## config.mk

```make
export PLATFORM = sky130hd
export DESIGN_NAME = lru_cache_lookup
export DESIGN_NICKNAME = d
export VERILOG_FILES = /design/src/sv/lcl_pkg.sv /design/src/sv/lcl_store.sv /design/src/sv/lru_cache_lookup.sv
export SDC_FILE = /design/constraint.sdc
export NUM_CORES = 2
export LEC_CHECK = 0
export ABC_AREA = 0
export BUFFER_PORTS_ARGS = -buffer_cell sky130_fd_sc_hd__buf_2
export CORE_ASPECT_RATIO = 0.75
export CORE_MARGIN = 10
export CORE_UTILIZATION = 55
export DETAILED_ROUTE_END_ITERATION = 10
export PLACE_DENSITY = 0.77
export SLEW_MARGIN = 30
export SYNTH_ARGS = -nofsm -noshare
export SYNTH_HDL_FRONTEND = slang
export SYNTH_SLANG_ARGS = --single-unit
```

## constraint.sdc

```tcl
create_clock -name clk_i -period 11.9 [get_ports clk_i]
set_input_delay 0.595 -clock clk_i [delete_from_list [all_inputs] [get_ports clk_i]]
set_output_delay 0.595 -clock clk_i [all_outputs]
set_load 0.01 [all_outputs]
```

## src/sv/lcl_pkg.sv

```systemverilog
`timescale 1ns / 1ps

package lcl_pkg;

  localparam int unsigned ENTRIES    = 16;
  localparam int unsigned KEY_BITS   = 32;
  localparam int unsigned VALUE_BITS = 32;
  localparam int unsigned CAP_BITS   = 5;

  localparam int unsigned AGE_W = (ENTRIES > 1) ? $clog2(ENTRIES) : 1;
  localparam int unsigned CNT_W = $clog2(ENTRIES + 1);
  localparam int unsigned CMP_W = (CNT_W > CAP_BITS) ? CNT_W : CAP_BITS;

  localparam logic [CAP_BITS-1:0] CAP_RESET = CAP_BITS'(ENTRIES);

  typedef struct packed {
    logic                  en;
    logic [KEY_BITS-1:0]   key;
    logic [VALUE_BITS-1:0] value;
  } lcl_req_t;

endpackage

```

## src/sv/lcl_store.sv

```systemverilog
`timescale 1ns / 1ps

module lcl_store
  import lcl_pkg::*;
(
  input  logic                clk_i,
  input  logic                rst_ni,
  input  lcl_req_t            req_i,
  input  logic [CMP_W-1:0]    eff_cap_i,
  output logic                hit_o
);

  logic [ENTRIES-1:0]    valid_q, valid_d;
  logic [AGE_W-1:0]      age_q [ENTRIES];
  logic [AGE_W-1:0]      age_d [ENTRIES];
  logic [KEY_BITS-1:0]   key_q [ENTRIES];
  logic [VALUE_BITS-1:0] value_q [ENTRIES];

  logic [ENTRIES-1:0] hit_vec;
  logic [ENTRIES-1:0] evict_vec;
  logic [ENTRIES-1:0] kept;
  logic [ENTRIES-1:0] free_vec;
  logic [ENTRIES-1:0] slot_oh;
  logic [AGE_W-1:0]   hit_age;
  logic [AGE_W-1:0]   oldest;
  logic [CNT_W-1:0]   count;
  logic               full;
  logic               hit;

  always_comb begin
    hit_vec = '0;
    hit_age = '0;
    count   = '0;
    for (int i = 0; i < ENTRIES; i++) begin
      hit_vec[i] = valid_q[i] && (key_q[i] == req_i.key);
      hit_age    = hit_age | (hit_vec[i] ? age_q[i] : '0);
      count      = count + CNT_W'(valid_q[i]);
    end
    hit    = |hit_vec;
    oldest = AGE_W'(count - CNT_W'(1));
    full   = (CMP_W'(count) >= eff_cap_i);
    for (int i = 0; i < ENTRIES; i++) begin
      evict_vec[i] = full && valid_q[i] && (age_q[i] == oldest);
    end
    kept     = valid_q & ~evict_vec;
    free_vec = ~kept;
    slot_oh  = free_vec & (~free_vec + ENTRIES'(1));
  end

  always_comb begin
    valid_d = valid_q;
    age_d   = age_q;
    if (req_i.en) begin
      if (hit) begin
        for (int i = 0; i < ENTRIES; i++) begin
          if (hit_vec[i]) begin
            age_d[i] = '0;
          end else if (valid_q[i] && (age_q[i] < hit_age)) begin
            age_d[i] = age_q[i] + AGE_W'(1);
          end
        end
      end else begin
        valid_d = kept | slot_oh;
        for (int i = 0; i < ENTRIES; i++) begin
          if (slot_oh[i]) begin
            age_d[i] = '0;
          end else if (kept[i]) begin
            age_d[i] = age_q[i] + AGE_W'(1);
          end
        end
      end
    end
  end

  always_ff @(posedge clk_i or negedge rst_ni) begin
    if (!rst_ni) begin
      valid_q <= '0;
      for (int i = 0; i < ENTRIES; i++) begin
        age_q[i] <= '0;
      end
    end else begin
      valid_q <= valid_d;
      age_q   <= age_d;
    end
  end

  // tag and data array
  always_ff @(posedge clk_i) begin
    if (req_i.en && !hit) begin
      for (int i = 0; i < ENTRIES; i++) begin
        if (slot_oh[i]) begin
          key_q[i]   <= req_i.key;
          value_q[i] <= req_i.value;
        end
      end
    end
  end

  assign hit_o = hit;

endmodule

```

## src/sv/lru_cache_lookup.sv

```systemverilog
`timescale 1ns / 1ps

// Fully associative 16-entry cache with least-recently-used replacement. Each input beat
// carries a key and a value; one output beat follows with hit_o set when the key was
// present. A miss inserts the key as most recent, evicting the least recent entry once the
// number of valid entries reaches the capacity register (0 acts as 1, above 16 acts as 16).
// An accepted beat sits in an input register, where the parallel tag match and age update
// run and commit when the beat advances, then lands in an output register: a beat can be
// taken every cycle while the output is not stalled.
// The throughput is one beat per cycle, bounded by the combinational match and age update.
// All entries are invalid after reset; write cfg_wdata_i only while no beat is in flight.

module lru_cache_lookup
  import lcl_pkg::*;
(
  input  logic                  clk_i,
  input  logic                  rst_ni,
  input  logic                  cfg_we_i,
  input  logic [CAP_BITS-1:0]   cfg_wdata_i,
  input  logic                  in_valid_i,
  output logic                  in_stall_o,
  input  logic [KEY_BITS-1:0]   lookup_key_i,
  input  logic [VALUE_BITS-1:0] insert_value_i,
  output logic                  out_valid_o,
  input  logic                  out_stall_i,
  output logic                  hit_o
);

  logic [CAP_BITS-1:0]   cap_q;
  logic                  in_valid_q;
  logic [KEY_BITS-1:0]   key_q;
  logic [VALUE_BITS-1:0] value_q;
  logic                  out_valid_q;
  logic                  hit_q;
  logic                  advance;
  logic                  accept;
  logic                  hit;
  logic [CMP_W-1:0]      eff_cap;
  lcl_req_t              req;

  assign advance    = in_valid_q && (!out_valid_q || !out_stall_i);
  assign in_stall_o = in_valid_q && !advance;
  assign accept     = in_valid_i && !in_stall_o;

  always_comb begin
    if (cap_q == '0) begin
      eff_cap = CMP_W'(1);
    end else if (CMP_W'(cap_q) > CMP_W'(ENTRIES)) begin
      eff_cap = CMP_W'(ENTRIES);
    end else begin
      eff_cap = CMP_W'(cap_q);
    end
  end

  always_comb begin
    req.en    = advance;
    req.key   = key_q;
    req.value = value_q;
  end

  lcl_store u_store (
    .clk_i     (clk_i),
    .rst_ni    (rst_ni),
    .req_i     (req),
    .eff_cap_i (eff_cap),
    .hit_o     (hit)
  );

  always_ff @(posedge clk_i or negedge rst_ni) begin
    if (!rst_ni) begin
      cap_q       <= CAP_RESET;
      in_valid_q  <= 1'b0;
      out_valid_q <= 1'b0;
    end else begin
      if (cfg_we_i) begin
        cap_q <= cfg_wdata_i;
      end
      if (accept) begin
        in_valid_q <= 1'b1;
      end else if (advance) begin
        in_valid_q <= 1'b0;
      end
      if (advance) begin
        out_valid_q <= 1'b1;
      end else if (!out_stall_i) begin
        out_valid_q <= 1'b0;
      end
    end
  end

  always_ff @(posedge clk_i) begin
    if (accept) begin
      key_q   <= lookup_key_i;
      value_q <= insert_value_i;
    end
    if (advance) begin
      hit_q <= hit;
    end
  end

  assign out_valid_o = out_valid_q;
  assign hit_o       = hit_q;

endmodule

```

==> impl_metrics.py <==
metrics = {
    "outcome": {
        "outcome": "finished, final reports clean",
    },
    "hold_path": {
        "hold_path.class": "input pin to flop",
        "hold-path-cell-count": 1,
    },
    "placement": {
        "gp_congestion": 1.00,
        "post-dp-hpwl_mm": 61.2,
        "place_inst": 3396,
        "portBuffers": 44,
        "pre_cts_ws_ps": 3570,
    },
    "die": {
        "start_util_pct": 55.9,
        "die_w_um": 300,
        "die_area_mm2": 0.0691,
        "row_count": 76,
        "die_h_um": 230,
        "ios": 77,
        "core_mm2": 0.0579,
    },
    "synth": {
        "async_flop_share_pct": 13.8,
        "synth_fp_nets": 2745,
        "synth-edff-count": 545,
        "synthTopCellsByArea": "edfxtp_1 51%, xnor2_1 9.8%, dfrtp_1 6.6%",
        "synth-seq-cells": 632,
        "ys.flop_type": "edfxtp_1",
        "avgSynthCellArea_um2": 12.5,
        "synth.top_cell.area_share_pct": 50.5,
        "yosys.area.top_type": "edfxtp_1",
        "synth_warnings": 0,
        "synth_cells": 2587,
        "yosysUniqueCellTypes": 91,
        "synth_area_mm2": 0.0324,
        "synth-seq-area-share_pct": 57.2,
    },
    "setup_path": {
        "slowest_stage": "xor2_4",
        "cp.arrival_ps": 8910,
        "path_buf_inv": 3,
        "path_max_fanout": 32,
        "worst_ep_required_time_ps": 12190,
        "cp.depth": 21,
        "crit_chain": "ha_1 > inv_1 > fa_1 > fa_1 > fa_1 > fa_1 > fa_1 > nand2b_1 > a21oi_4 > xor2_4 > ha_1 > o211ai_1 > o21a_1 > buf_4 > nor4_1 > a21oi_1 > nand4_2 > nor4_4 > and2_1 > nor3b_2 > buf_4",
        "startpoint_type": "flop",
        "crit_type": "flop to flop",
        "end_kind": "flop",
        "path_delay_family": "adder cells",
        "slowest_delay_ps": 700,
        "critPathMostFrequentCell": "fa_1",
        "r2r_cells": 21,
    },
    "grt": {
        "grt_overflow": 0,
        "grt_pass1_wl_mm": 140,
        "grtUsageTotal_pct": 26.5,
        "grt_pass1_vias": 22400,
        "grt_max_degree": 49,
        "grt_antenna_before_repair": 1,
    },
    "final_layout": {
        "layout_common_cells": "545 x edfxtp_1, 364 x xnor2_1, 161 x nand4_1",
        "nNetsFinal": 2837,
        "drive_above_1_share_pct": 10.1,
        "antenna_cells": 0,
        "final_common_cell": "edfxtp_1",
        "utilization_pct": 61.7,
        "syn2layout_area_growth_pct": 10.2,
        "instances_no_fill": 3503,
    },
    "cts": {
        "cts_inserted_buffers": 60,
        "cts_resized": 0,
        "clockBufferDepth": 3,
        "clock_latency_ps": 650,
        "cts.sinks": 632,
        "post-cts-setup-buffers": 0,
        "cts_tree": "built",
        "h-tree-depth": 2,
        "clockRootBuffer": "clkbuf_16",
        "clk_pin_slew_ps": 70,
    },
    "routing": {
        "postRouteAntennaNets": 0,
        "vias": 22800,
        "met2_length_mm": 40.5,
        "dr.pass1.iters": 6,
        "drc_errors": 0,
        "drt_iter0_markers": 2847,
        "top_layer_used": "met4",
        "totalWireLength_mm": 93.5,
        "wl_per_cell_um": 26.7,
        "vias_per_cell": 6.50,
        "met1_length_mm": 38.1,
        "dr_wl_met3_mm": 11.6,
    },
    "timing": {
        "drv_slew": 0,
        "max_slew_margin_pct": 27.7,
        "setup_tns_ps": 0,
        "finalHoldViolCount": 0,
        "min_period_ps": 8620,
        "rsz0062_at_grt": "no",
        "fin_crit_sh_pct": 72.4,
        "fin_skew_ps": 28.2,
        "setup_viol": 0,
        "worst_slew_pin_slew_ps": 1080,
        "max_freq_mhz": 116,
        "setup_slack_ps": 3280,
    },
    "run": {
        "max_cap_violations": 0,
    },
}
==> routing by layer <==
metal | up-vias | GRT usage (%)
li1 | 9821 | -
met2 | 1491 | 39.4
met5 | - | 0
met1 | 11200 | 37.3
met3 | 219 | 6.54
met4 | 0 | 9.24
==> registers in the layout, indices dropped and copies added (netlist names) <==
name	cells
out_valid_o	1
hit_o	1
u_store.valid_q	16
key_q	32
in_valid_q	1
cap_q	5
u_store.age_q	64
u_store.key_q	512
==> Yosys cell counts (59+ instances only) <==
master,instances
edfxtp_1,545
xnor2_1,364
nand4_1,161
xor2_1,154
nand2_1,106
nand3_1,103
nand2b_1,101
inv_1,98
dfrtp_1,86
nor4_1,86
nor2_1,83
ha_1,74
buf_2,66
nor3_1,64
o21ai_0,59
==> kinds of logic after synthesis <==
| family | count (synthesis) | share of synthesized area (%) |
|---|---|---|
| and+or+nand+nor | 833 | 14.6 |
| DFF | 632 | 57.2 |
| xor gates and xnor gates | 534 | 15.1 |
| AOI/OAI and AO/OA | 287 | 6.27 |
| buffers and inverters | 197 | 2.65 |
| adders and majority gates | 84 | 3.48 |
| muxes | 20 | 0.653 |
==> per-stage QoR <==
stage                     instance area [um2]  hold WS, ps
after floorplan                         32400          299
after global placement                  33800          474
after detailed placement                33800          490
after CTS                               35700          108
after global routing                    35700          115
final                                   35700          133
==> cell type report <==
| class | instances | area, um2 |
|---|---|---|
| well taps | 780 | 976 |
| fillers | 4324 | 22200 |
| clock buffers | 79 | 1570 |
| multi-input cells | 1758 | 13100 |
| clock inverters | 27 | 300 |
| flip-flops and latches | 632 | 18500 |
| repair buffers | 129 | 863 |
| inverters | 98 | 368 |
==> final timing paths <==
path | start | end | slack (ps)
worst max-delay path | u_store.valid_q[0] | u_store.key_q[1][221] | 3280
worst min-delay path | lookup_key_i[11] | key_q[11] | 130
worst max register to register | u_store.valid_q[0] | u_store.key_q[1][221] | 3280
worst min register to register | in_valid_q | out_valid_o | 500
max in group asynchronous | rst_ni | cap_q[0] | 10260
min in group asynchronous | rst_ni | u_store.age_q[10] | 490
==> what timing repair did <==
action	CTS	global route
setup endpoints to repair	0	0
endpoints found under the hold margin	39	0
hold buffers	1	0
Power is not shown: default switching activity piles up to over one toggle a cycle in this logic, so the estimate is an artifact.
